`src/design/wcc_pkg.sv`:
```
// shared types and constants of the weighted contingency counter
`default_nettype none

package wcc_pkg;

	localparam int ACT_W       = 3;
	localparam int DOM_W       = 5;
	localparam int CFG_IDX_W   = 3;
	localparam int CFG_DATA_W  = 5;
	localparam int WEIGHT_W    = 16;
	localparam int RIDX_W      = 16;
	localparam int OUT_IDX_W   = 16;
	localparam int OUT_COUNT_W = 48;
	localparam int MAX_DIGITS  = 4;
	localparam int STRIDE_W    = 2 * DOM_W;
	localparam int PART_W      = 3 * DOM_W;
	localparam int IDX_W       = 4 * DOM_W;
	localparam int QUEUE_DEPTH = 4;
	localparam int QPTR_W      = $clog2(QUEUE_DEPTH);
	localparam int QCNT_W      = QPTR_W + 1;

	localparam logic [ACT_W-1:0] ACTIVE_RESET = ACT_W'(1);
	localparam logic [DOM_W-1:0] DOMAIN_RESET = DOM_W'(2);

	localparam logic REQ_COUNT = 1'b0;
	localparam logic REQ_READ  = 1'b1;

	typedef enum logic [CFG_IDX_W-1:0] {
		CFG_ACTIVE_VARS = 3'd0,
		CFG_DOMAIN_A    = 3'd1,
		CFG_DOMAIN_B    = 3'd2,
		CFG_DOMAIN_C    = 3'd3,
		CFG_DOMAIN_D    = 3'd4
	} cfg_reg_t;

	typedef enum logic [1:0] {
		ST_OK     = 2'd0,
		ST_DOMAIN = 2'd1,
		ST_RANGE  = 2'd2,
		ST_SAT    = 2'd3
	} status_t;

	typedef enum logic [1:0] {
		JOB_COUNT,
		JOB_READ,
		JOB_REPLY
	} job_op_t;

	typedef struct packed {
		job_op_t               op;
		logic [IDX_W-1:0]      index;
		logic [WEIGHT_W-1:0]   weight;
		status_t               status;
	} job_t;

	typedef enum logic [1:0] {
		BK_CLEAR,
		BK_IDLE,
		BK_MODIFY
	} back_state_t;

endpackage

`default_nettype wire

```
`src/design/wcc_queue.sv`:
```
// short job queue between the front end and the table update unit
`default_nettype none

module wcc_queue (
	input  wire logic     clk,
	input  wire logic     arst_n,
	input  wire logic     push_valid,
	output logic          push_ready,
	input  wcc_pkg::job_t push_data,
	output logic          pop_valid,
	input  wire logic     pop,
	output wcc_pkg::job_t pop_data
);
	import wcc_pkg::*;

	job_t              slot_q [QUEUE_DEPTH];
	logic [QPTR_W-1:0] wr_q, rd_q;
	logic [QCNT_W-1:0] cnt_q;
	logic              do_push, do_pop;

	assign push_ready = cnt_q != QCNT_W'(QUEUE_DEPTH);
	assign pop_valid  = cnt_q != '0;
	assign pop_data   = slot_q[rd_q];
	assign do_push    = push_valid && push_ready;
	assign do_pop     = pop && pop_valid;

	always_ff @(posedge clk or negedge arst_n) begin
		if (!arst_n) begin
			wr_q  <= '0;
			rd_q  <= '0;
			cnt_q <= '0;
		end else begin
			if (do_push) begin
				wr_q <= wr_q + QPTR_W'(1);
			end
			if (do_pop) begin
				rd_q <= rd_q + QPTR_W'(1);
			end
			case ({do_push, do_pop})
				2'b10:   cnt_q <= cnt_q + QCNT_W'(1);
				2'b01:   cnt_q <= cnt_q - QCNT_W'(1);
				default: cnt_q <= cnt_q;
			endcase
		end
	end

	always_ff @(posedge clk) begin
		if (do_push) begin
			slot_q[wr_q] <= push_data;
		end
	end

endmodule

`default_nettype wire

```
`config.mk`:
```
export PLATFORM = sky130hd
export DESIGN_NAME = wcc_queue
export DESIGN_NICKNAME = d
export VERILOG_FILES = /design/src/design/wcc_pkg.sv /design/src/design/wcc_queue.sv
export SDC_FILE = /design/constraint.sdc
export NUM_CORES = 1
export LEC_CHECK = 0
export BUFFER_PORTS_ARGS = -buffer_cell sky130_fd_sc_hd__buf_4
export CAP_MARGIN = 20
export CORE_MARGIN = 5
export CORE_UTILIZATION = 39
export DETAILED_ROUTE_END_ITERATION = 8
export GPL_TIMING_DRIVEN = 0
export PLACE_DENSITY = 0.58
export RECOVER_POWER = 50
export SYNTH_ARGS = -nofsm -noshare
export SYNTH_HDL_FRONTEND = slang
export SYNTH_SLANG_ARGS = --single-unit
```
`constraint.sdc`:
```
create_clock -name clk -period 3.48 [get_ports clk]
set_input_delay 0.174 -clock clk [delete_from_list [all_inputs] [get_ports clk]]
set_output_delay 0.174 -clock clk [all_outputs]
set_load 0.01 [all_outputs]
```
==> summary.md <==
| Metric | Value |
|---|---|
| Outcome | complete, no violations |
| CP max FO | 10 |
| Worst Hold Slack | 0.134 ns |
| Placement Rows | 46 |
| Synth top area share | 77.6% |
| Initial Util | 39.4% |
| Sequential share of the synthesized area | approximately 80% |
| # setup viols final | 0 |
| Ys async rst share | 4.19% |
| Vias | 2948 |
| Most instantiated cells after synthesis | 160 x edfxtp_1, 40 x mux4_2, 7 x dfrtp_1 |
| Largest buffer count on any clock path | 2 |
| Largest net degree at the start of global routing | 26 |
| Cell Pwr Density | 845 mW/mm^2 |
| Layout Utilization | a little over 50% |
| Layout cells sized above 1 | a little under a third |
| GR Overflow Total | 0 |
| Syn nets | 297 |
| Least-Margin Pin Slew | 0.973 ns |
| Count leader, synth | edfxtp_1 |
| DRT Pass-1 Iters | 4 |
| CTS tree | built |
| Worst slew margin | 35.1% |
| Post-synthesis cell count | 247 |
| Inst Count DP | 552 |
| VDD IR max | between 0.0004 and 0.0005 V |
| Max_cap viols | 0 |
| DRC violations left | 0 |
| Yosys warnings | 0 |
| Clock sink count | ~170 |
| Final period util | 75.8% |
| Synthesized area per cell | 25.1 sq um |
| Post-synthesis sequential element count | 167 |
| Nets | 446 |
| Horiz. Die Dim | 136 um |
| Htree depth | 4 |
| Clk slew on worst S/H paths | 0.05 ns |
| Post-synth EDFFs | 160 |
| Post-DP HPWL | roughly 7000 um |
| Vias per inst | 4.74 |
| FMAX | 379 MHz |
| Crit end category | primary output |
| Clock Skews | roughly 0.007 ns |
| Top Ports | 86 |
| Routed Antenna Nets | 0 |
| Unrepaired setup endpoints after global routing | false |
| Pins over their slew limit | 0 |
| Number of buffers created by CTS | 17 |
| Vias in the first global route | 3307 |
| Design area | 0.00802 sq mm |
| Synth unique cells | 21 |
| Core area | 0.0157 sq mm |
| Routed wire length per instance | 18.0 um |
| P_leak | 0.00272 uW |
| Area growth syn-to-layout | 29.5% |
| Initial antenna violation count | 0 |
| Drt total wl | 11200 um |
| DP Area | around 0.0072 sq mm |
| Cell Area, Synth | 0.00619 sq mm |
| Root buffer cell | clkbuf_16 |
| IO Port Bufs | 85 |
| Die height | 136 um |
| Layout Cells excl Fill | 622 |
| Synth top area cells | edfxtp_1 78%, mux4_2 15%, dfrtp_1 2.8% |
| Post-CTS sizing | 0 |
| Gr usage total | 13.3% |
| Dominant synthesized flop cell | edfxtp_1 |
| Synth area leader | edfxtp_1 |
| GP Congestion | a little under 0.7 |
| Arrival time worst endpoint | ~2.5 ns |
| DRT iter0 DRCs | 111 |
| N_diodes | 0 |
| Final worst path period need | roughly 2.6 ns |
| Critical path required time | about 3.3 ns |
| Final hold viol count | 0 |
| Fin Setup TNS | 0 ns |
| First-pass GRT wire length | ~18000 um |
| Worst Setup Start Kind | flip-flop |
| Die area | 0.0185 sq mm |
| Worst-skew pair later-pin latency | between 0.4 and 0.5 ns |
| Critical path class | flip-flop to primary output |
| Min-delay worst type | primary input to flip-flop |
==> layout make-up <==
class                           count  area, sq um
Buffer                             10         48.8
Clock inverter                      9          154
Timing Repair Buffer              130          975
Clock buffer                       20          437
Tap cell                          216          270
Sequential cell                   167         4980
Fill cell                        1310         7700
Inverter                            6         22.5
Multi-Input combinational cell     64         1130
==> flip-flops by register name, indices dropped and copies added (netlist names) <==
register and count:
cnt_q 3, rd_q 2, slot_q 160, wr_q 2
==> logic make-up after synthesis <==
family                   count (synthesis)  share of synthesized area (%)
flip-flops                             167                           80.5
adder cells (fa/ha/maj)                  6                           1.33
buffers and inverters                   16                           1.19
XOR/XNOR                                 6                          0.849
AND/OR/NAND/NOR                          9                           1.05
multiplexers                            42                           15.0
AO/OA/AOI/OAI                            1                          0.162
==> where the power goes <==
| group | switching, uW | internal, uW |
|---|---|---|
| registers | 98.1 | 2660 |
| clock network | 695 | 1190 |
| logic | 1050 | 1080 |
| total | 1840 | 4930 |
==> worst max-delay path, stage by stage, from the launching register on <==
cell and delay [ns]:
dfrtp_1 0.32, clkbuf_1 0.31, clkbuf_1 0.65, mux4_2 0.61, buf_4 0.16
==> routing by layer <==
metal,global-route usage [%],vias to the layer above,wire (um),part of all wire (%)
li1,-,1329,-,-
met5,0,-,0,0
met2,21.3,74,5680,51
met1,16.7,1532,4740,42
met4,5.38,0,189,1.7
met3,4.33,13,607,5.4
==> timing repair <==
item | CTS | global route
endpoints found under the hold margin | 167 | 0
buffers inserted | 0 | 0
hold buffers | 41 | 0
endpoints found under the setup margin | 0 | 0
==> placed cells by master, fill, tap and decap left out, drive strengths merged <==
cell / n
fa: 1
clkinv: 4
buf: 55
nand2: 1
xnor2: 3
mux2: 1
clkinvlp: 1
ha: 5
o31a: 1
dlygate4sd3: 41
inv: 6
xor2: 3
or3b: 1
or3: 1
mux2i: 1
and2: 1
dfrtp: 7
clkbuf: 64
nor2: 1
and3: 4
edfxtp: 160
mux4: 40
bufinv: 4
==> stage by stage <==
stage                     setup slack [ns]  power (uW)
after floorplan                       1.40        4030
after global placement                1.29        4920
after detailed placement              1.30        5010
after CTS                             1.10        6950
after global routing                 0.601        7150
final                                0.843        6770
==> worst paths after layout <==
check,cells after the start,startpoint,slack (ns),end
min reg2reg,1,cnt_q[2],0.52,cnt_q[2]
min,3,pop,0.13,rd_q[0]
min in group asynchronous,2,arst_n,0.19,cnt_q[0]
max reg2reg,9,cnt_q[0],1.14,cnt_q[2]
max,4,rd_q[0],0.84,pop_data[37]
max in group asynchronous,2,arst_n,3.00,rd_q[1]
No activity file was read; power rests on OpenSTA's default activity.
