===== src/design/wcc_pkg.sv =====
// shared types and constants of the weighted contingency counter
`default_nettype none

package wcc_pkg;

	localparam int ACT_W       = 3;
	localparam int DOM_W       = 5;
	localparam int CFG_IDX_W   = 3;
	localparam int CFG_DATA_W  = 5;
	localparam int WEIGHT_W    = 16;
	localparam int RIDX_W      = 16;
	localparam int OUT_IDX_W   = 16;
	localparam int OUT_COUNT_W = 48;
	localparam int MAX_DIGITS  = 4;
	localparam int STRIDE_W    = 2 * DOM_W;
	localparam int PART_W      = 3 * DOM_W;
	localparam int IDX_W       = 4 * DOM_W;
	localparam int QUEUE_DEPTH = 4;
	localparam int QPTR_W      = $clog2(QUEUE_DEPTH);
	localparam int QCNT_W      = QPTR_W + 1;

	localparam logic [ACT_W-1:0] ACTIVE_RESET = ACT_W'(1);
	localparam logic [DOM_W-1:0] DOMAIN_RESET = DOM_W'(2);

	localparam logic REQ_COUNT = 1'b0;
	localparam logic REQ_READ  = 1'b1;

	typedef enum logic [CFG_IDX_W-1:0] {
		CFG_ACTIVE_VARS = 3'd0,
		CFG_DOMAIN_A    = 3'd1,
		CFG_DOMAIN_B    = 3'd2,
		CFG_DOMAIN_C    = 3'd3,
		CFG_DOMAIN_D    = 3'd4
	} cfg_reg_t;

	typedef enum logic [1:0] {
		ST_OK     = 2'd0,
		ST_DOMAIN = 2'd1,
		ST_RANGE  = 2'd2,
		ST_SAT    = 2'd3
	} status_t;

	typedef enum logic [1:0] {
		JOB_COUNT,
		JOB_READ,
		JOB_REPLY
	} job_op_t;

	typedef struct packed {
		job_op_t               op;
		logic [IDX_W-1:0]      index;
		logic [WEIGHT_W-1:0]   weight;
		status_t               status;
	} job_t;

	typedef enum logic [1:0] {
		BK_CLEAR,
		BK_IDLE,
		BK_MODIFY
	} back_state_t;

endpackage

`default_nettype wire


===== src/design/wcc_front.sv =====
// front end: config registers, request capture, index forming and classification
`default_nettype none

module wcc_front #(
	parameter int MAX_VARS    = 4,
	parameter int VALUE_BITS  = 4,
	parameter int TABLE_DEPTH = 65536
) (
	input  wire logic                             clk,
	input  wire logic                             arst_n,
	input  wire logic                             cfg_we,
	input  wire logic [wcc_pkg::CFG_IDX_W-1:0]    cfg_index,
	input  wire logic [wcc_pkg::CFG_DATA_W-1:0]   cfg_data,
	input  wire logic                             in_valid,
	output logic                                  in_ready,
	input  wire logic                             req_type,
	input  wire logic [VALUE_BITS-1:0]            value_a,
	input  wire logic [VALUE_BITS-1:0]            value_b,
	input  wire logic [VALUE_BITS-1:0]            value_c,
	input  wire logic [VALUE_BITS-1:0]            value_d,
	input  wire logic [wcc_pkg::WEIGHT_W-1:0]     row_weight,
	input  wire logic [wcc_pkg::RIDX_W-1:0]       read_index,
	input  wire logic                             hold,
	output logic                                  job_valid,
	input  wire logic                             job_ready,
	output wcc_pkg::job_t                         job
);
	import wcc_pkg::*;

	localparam int CMP_W   = (VALUE_BITS > DOM_W) ? VALUE_BITS : DOM_W;
	localparam int VAR_LIM = (MAX_VARS < MAX_DIGITS) ? MAX_VARS : MAX_DIGITS;
	localparam logic [ACT_W-1:0] VAR_LIM_L = ACT_W'(VAR_LIM);
	localparam logic [IDX_W:0]   DEPTH_L   = (IDX_W + 1)'(TABLE_DEPTH);

	// configuration
	logic [ACT_W-1:0]    active_q;
	logic [DOM_W-1:0]    dom_q [MAX_DIGITS];
	logic [STRIDE_W-1:0] stride_c_q;

	// pipeline
	logic                  valid_s1, valid_s2, valid_s3;
	logic                  type_s1, type_s2, type_s3;
	logic [VALUE_BITS-1:0] val_s1 [MAX_DIGITS];
	logic [WEIGHT_W-1:0]   weight_s1, weight_s2, weight_s3;
	logic [RIDX_W-1:0]     ridx_s1, ridx_s2, ridx_s3;
	logic                  bad_s2, bad_s3;
	logic [IDX_W-1:0]      pabc_s2;
	logic [PART_W-1:0]     pdx_s2;
	logic [IDX_W-1:0]      idx_s3;

	logic                  adv1, adv2, adv3, ld2, ld3, accept;
	logic [ACT_W-1:0]      used_n;
	logic [MAX_DIGITS-1:0] en_w;
	logic [DOM_W-1:0]      dig_w [MAX_DIGITS];
	logic                  bad_w;
	logic [STRIDE_W-1:0]   pb_w;
	logic [PART_W-1:0]     pc_w, pdx_w;
	logic [IDX_W-1:0]      pabc_w, idx_w;

	always_ff @(posedge clk or negedge arst_n) begin
		if (!arst_n) begin
			active_q   <= ACTIVE_RESET;
			for (int i = 0; i < MAX_DIGITS; i++) begin
				dom_q[i] <= DOMAIN_RESET;
			end
			stride_c_q <= STRIDE_W'(DOMAIN_RESET) * STRIDE_W'(DOMAIN_RESET);
		end else begin
			if (cfg_we) begin
				case (cfg_index)
					CFG_ACTIVE_VARS: active_q <= cfg_data[ACT_W-1:0];
					CFG_DOMAIN_A:    dom_q[0] <= cfg_data[DOM_W-1:0];
					CFG_DOMAIN_B:    dom_q[1] <= cfg_data[DOM_W-1:0];
					CFG_DOMAIN_C:    dom_q[2] <= cfg_data[DOM_W-1:0];
					CFG_DOMAIN_D:    dom_q[3] <= cfg_data[DOM_W-1:0];
					default: ;
				endcase
			end
			// stride of the third digit, registered from the domain registers
			stride_c_q <= STRIDE_W'(dom_q[0]) * STRIDE_W'(dom_q[1]);
		end
	end

	// handshake chain through the three stages
	assign adv3     = valid_s3 && job_ready;
	assign ld3      = !valid_s3 || adv3;
	assign adv2     = valid_s2 && ld3;
	assign ld2      = !valid_s2 || ld3;
	assign adv1     = valid_s1 && ld2;
	assign in_ready = !hold && (!valid_s1 || ld2);
	assign accept   = in_valid && in_ready;

	always_ff @(posedge clk or negedge arst_n) begin
		if (!arst_n) begin
			valid_s1 <= 1'b0;
			valid_s2 <= 1'b0;
			valid_s3 <= 1'b0;
		end else begin
			if (accept) begin
				valid_s1 <= 1'b1;
			end else if (adv1) begin
				valid_s1 <= 1'b0;
			end
			if (adv1) begin
				valid_s2 <= 1'b1;
			end else if (adv2) begin
				valid_s2 <= 1'b0;
			end
			if (adv2) begin
				valid_s3 <= 1'b1;
			end else if (adv3) begin
				valid_s3 <= 1'b0;
			end
		end
	end

	// active digit count, clamped to the supported range
	always_comb begin
		used_n = active_q;
		if (used_n == '0) begin
			used_n = ACT_W'(1);
		end
		if (used_n > VAR_LIM_L) begin
			used_n = VAR_LIM_L;
		end
		for (int i = 0; i < MAX_DIGITS; i++) begin
			en_w[i] = ACT_W'(i) < used_n;
		end
	end

	// domain check and digit products
	always_comb begin
		bad_w = 1'b0;
		for (int i = 0; i < MAX_DIGITS; i++) begin
			dig_w[i] = en_w[i] ? DOM_W'(val_s1[i]) : '0;
			if (en_w[i] && (CMP_W'(val_s1[i]) >= CMP_W'(dom_q[i]))) begin
				bad_w = 1'b1;
			end
		end
	end

	assign pb_w   = STRIDE_W'(dig_w[1]) * STRIDE_W'(dom_q[0]);
	assign pc_w   = PART_W'(dig_w[2]) * PART_W'(stride_c_q);
	assign pdx_w  = PART_W'(dig_w[3]) * PART_W'(stride_c_q);
	assign pabc_w = IDX_W'(dig_w[0]) + IDX_W'(pb_w) + IDX_W'(pc_w);

	// last digit gets its third stride factor here
	assign idx_w  = pabc_s2 + IDX_W'(pdx_s2) * IDX_W'(dom_q[2]);

	always_ff @(posedge clk) begin
		if (accept) begin
			type_s1   <= req_type;
			val_s1[0] <= value_a;
			val_s1[1] <= value_b;
			val_s1[2] <= value_c;
			val_s1[3] <= value_d;
			weight_s1 <= row_weight;
			ridx_s1   <= read_index;
		end
		if (adv1) begin
			type_s2   <= type_s1;
			bad_s2    <= bad_w;
			pabc_s2   <= pabc_w;
			pdx_s2    <= pdx_w;
			weight_s2 <= weight_s1;
			ridx_s2   <= ridx_s1;
		end
		if (adv2) begin
			type_s3   <= type_s2;
			bad_s3    <= bad_s2;
			idx_s3    <= idx_w;
			weight_s3 <= weight_s2;
			ridx_s3   <= ridx_s2;
		end
	end

	// classify into a memory job or an immediate reply
	always_comb begin
		job.weight = weight_s3;
		if (type_s3 == REQ_READ) begin
			job.index = IDX_W'(ridx_s3);
			if ((IDX_W + 1)'(ridx_s3) < DEPTH_L) begin
				job.op     = JOB_READ;
				job.status = ST_OK;
			end else begin
				job.op     = JOB_REPLY;
				job.status = ST_RANGE;
			end
		end else if (bad_s3) begin
			job.op     = JOB_REPLY;
			job.index  = '0;
			job.status = ST_DOMAIN;
		end else if ({1'b0, idx_s3} < DEPTH_L) begin
			job.op     = JOB_COUNT;
			job.index  = idx_s3;
			job.status = ST_OK;
		end else begin
			job.op     = JOB_REPLY;
			job.index  = idx_s3;
			job.status = ST_RANGE;
		end
	end

	assign job_valid = valid_s3;

endmodule

`default_nettype wire


===== config.mk =====
export PLATFORM = sky130hd
export DESIGN_NAME = wcc_front
export DESIGN_NICKNAME = d
export VERILOG_FILES = /design/src/design/wcc_pkg.sv /design/src/design/wcc_front.sv
export SDC_FILE = /design/constraint.sdc
export NUM_CORES = 1
export LEC_CHECK = 0
export BUFFER_PORTS_ARGS = -buffer_cell sky130_fd_sc_hd__buf_2
export CORE_MARGIN = 2
export CORE_UTILIZATION = 33
export DETAILED_ROUTE_END_ITERATION = 12
export SETUP_SLACK_MARGIN = 0.05
export SLEW_MARGIN = 20
export SYNTH_ARGS = -nofsm -noshare
export SYNTH_HDL_FRONTEND = slang
export SYNTH_SLANG_ARGS = --single-unit

===== constraint.sdc =====
create_clock -name clk -period 5.9 [get_ports clk]
set_clock_uncertainty 0.05 [all_clocks]
set_input_delay 1.18 -clock clk [delete_from_list [all_inputs] [get_ports clk]]
set_output_delay 1.18 -clock clk [all_outputs]
set_load 0.02 [all_outputs]

==> metrics.txt <==
DP HPWL=20.6 mm; drt total wl=26.1 mm; P per Cell Area=493 nW/um^2; Clock Latency Late Sink=0.51 ns; proportion of layout cells with a drive suffix above 1=0.147; CTS tree=built; Final WS setup=0.448 ns; commonest non-fill, non-tap cell in the layout=edfxtp_1; Non-Filler Instances=1767; Final Max Tran Viols=0; drt drc=0; Hold Startpoint=weight_s2[1]; Setup violations, final=0; post-CTS resize count=0; grt peak-use layer=met2; Horiz. Die Dim=206 um; Hold Slack=0.364 ns; arrival time worst endpoint=5.66 ns; outcome=finished, final reports clean; CP startpoint kind=register; clk buf depth=3; pin count of the biggest net entering global routing=64; Fmax=183 MHz; # diodes=0; most frequent CP cell=fa_1; Simple-Gate Fraction of Synth Area=0.114; FFs w/ async S/R, synth=0.178; Setup CP Type=reg2reg; GR met3 Demand/Resource=0.0169; Post-CTS Setup Inserts=0; post-synthesis xor/xnor area fraction=0.0254; synth unique cells=52; Top delay family on crit path=adder cells; synthesized-area fraction occupied by adder cells=0.287; std cell rows=73; worst endpoint required time=6.10 ns; Iter 0 DRT Violations=333; post-synthesis sequential area ratio=0.439; ys flop type=edfxtp_1; MaxCap Viol Count=0; vias in the first global route=8209; Pre-Repair DR Iteration Count=4; initial core utilization=0.337; core area=39900 sq um; CTS H-tree depth=1; HP Class=reg2reg; CTS buffer count=22; CP endpoint kind=register; Post-Syn Nets=1416; synthesized area per cell=12.1 sq um; Ys Warns=0; largest family of logic cells by synthesized area=adder cells; Worst path max stage delay=0.55 ns; Nets=1528; Max IR drop VDD=0.000228 V; Layout area overhead=14.3%; Critical R2R Launch=active_q[0]; Tcrit/Tclk final=0.924; CTS root buffer=clkbuf_16; Via density=4.56; initial antenna violation count=0; Placed Instances=1727; vias after detailed routing=8064; commonest cells after routing, fill and taps aside=edfxtp_1 (166), inv_1 (165), ha_1 (123); met1 Use GR=0.174; hold buffers post-CTS=0; cell-by-cell trace of the critical path=a21oi_1, nor2b_1, nand2_1, fa_1, inv_1, fa_1, fa_1, inv_1, fa_1, inv_1, fa_1, a21oi_2, o21ai_2, a2111oi_2, nand2b_1, o21ai_1, a21o_1; first-pass GRT wire length=42.2 mm; ANT nets after route=0; Worst Path Max Fanout=10; slowest CP cell=fa_1; sum of negative setup slack=0 ns; Worst-path clk slew=0.06 ns; fin util=0.385; CP Launch Point=active_q[0]; GR Util met2=0.206; mux cell area share after synthesis=0.0125; Die Ht=206 um; crit path time final=5.45 ns; I/O pins=105; Mapped Cells=1114; CTS Sinks=202; number of synthesized register bits=202; Leak Pwr=0.00715 uW; relative slew slack=0.428; grt total ovfl=0; final hold viol count=0; cell area after technology mapping=13400 sq um; gpl congestion=0.791; IO buf count=104; Synth Area in Compound Gates=0.0693; Global Route Usage Sum=0.125; die area=42300 sq um; worst path buffer plus inverter count=3; Routed wire per std cell=14.8 um; Post-synth EDFFs=166; Least-Margin Pin Slew=0.859 ns; pre-CTS WS=0.450 ns; RSZ-0062 raised after global routing=false
==> power breakdown <==
part / internal (uW) / switching (uW) / total [uW]
combinational: 1720 / 2190 / 3910
sequential: 2000 / 235 / 2230
clock: 861 / 564 / 1430
total: 4570 / 2990 / 7560
==> per-stage QoR <==
stage	instance area (sq um)	total power, uW
after global placement	14600	6110
after floorplan	13400	5280
after detailed placement	14600	6190
after global routing	15400	8320
after CTS	15300	7650
final	15400	7560
==> worst reg2reg max path: stages, from the launching register on <==
cell and delay (ns):
dfstp_2 0.54, a21oi_1 0.14, nor2b_1 0.49, nand2_1 0.16
fa_1 0.55, inv_1 0.05, fa_1 0.46, fa_1 0.49
inv_1 0.05, fa_1 0.53, inv_1 0.07, fa_1 0.47
a21oi_2 0.18, o21ai_2 0.09, a2111oi_2 0.45, nand2b_1 0.20
o21ai_1 0.07, a21o_1 0.17
==> final timing paths <==
path	end	slack (ns)	depth (start not counted)
worst max-delay path	pabc_s2[14]	0.45	17
worst min-delay path	weight_s3[1]	0.36	0
worst max register to register	pabc_s2[14]	0.45	17
worst min register to register	weight_s3[1]	0.36	0
max in group asynchronous	dom_q[5]	4.52	1
min in group asynchronous	stride_c_q[1]	0.74	1
==> cell usage after synthesis (all sizes together), types with 3 or more instances <==
library cell	instances	area share
nand3	10	0.0037
nor2	28	0.0084
nor3	10	0.0037
clkbuf	23	0.0064
a22o	16	0.010
mux2	14	0.012
fa	116	0.17
xnor2	25	0.016
nand2	101	0.028
xor2	14	0.0091
o211ai	3	0.0017
dfstp	6	0.012
o21ai	23	0.0091
a21o	27	0.015
and2	83	0.039
nor2b	8	0.0037
a211oi	4	0.0022
and3	33	0.015
a31oi	6	0.0037
dfrtp	30	0.056
inv	165	0.046
o21a	8	0.0045
ha	123	0.11
a21oi	34	0.013
o21bai	6	0.0034
edfxtp	166	0.37
nand2b	9	0.0042
==> registers in the layout, indices dropped and copies added, names as in the netlist <==
name        count
weight_s2      16
weight_s1      16
type_s2         1
bad_s3          1
pabc_s2        15
idx_s3         20
pdx_s2         14
stride_c_q     10
active_q        3
weight_s3      16
job_valid       1
valid_s1        1
valid_s2        1
bad_s2          1
ridx_s3        16
val_s1         16
type_s1         1
dom_q          20
type_s3         1
ridx_s1        16
ridx_s2        16
==> routing by layer <==
layer / up-vias / wire (um)
met5: - / 0
met4: 0 / 490
met3: 33 / 834
met2: 102 / 12300
met1: 3961 / 12500
li1: 3968 / -
==> cell families (layout without fill, tap and decap cells) <==
group	after synthesis	in the layout
AOI/OAI and AO/OA	135	135
xor gates and xnor gates	39	39
adders and majority gates	239	239
buffers and inverters	189	317
muxes	15	15
and+or+nand+nor	295	295
DFF	202	202
==> final cells by class <==
cell class / count / area, sq um
Tap cell: 525 / 657
Clock buffer: 23 / 554
Inverter: 165 / 619
Clock inverter: 17 / 198
Sequential cell: 202 / 5890
Fill cell: 3812 / 24600
Multi-Input combinational cell: 723 / 6850
Timing Repair Buffer: 112 / 581
(Power assumes the default switching activity.)
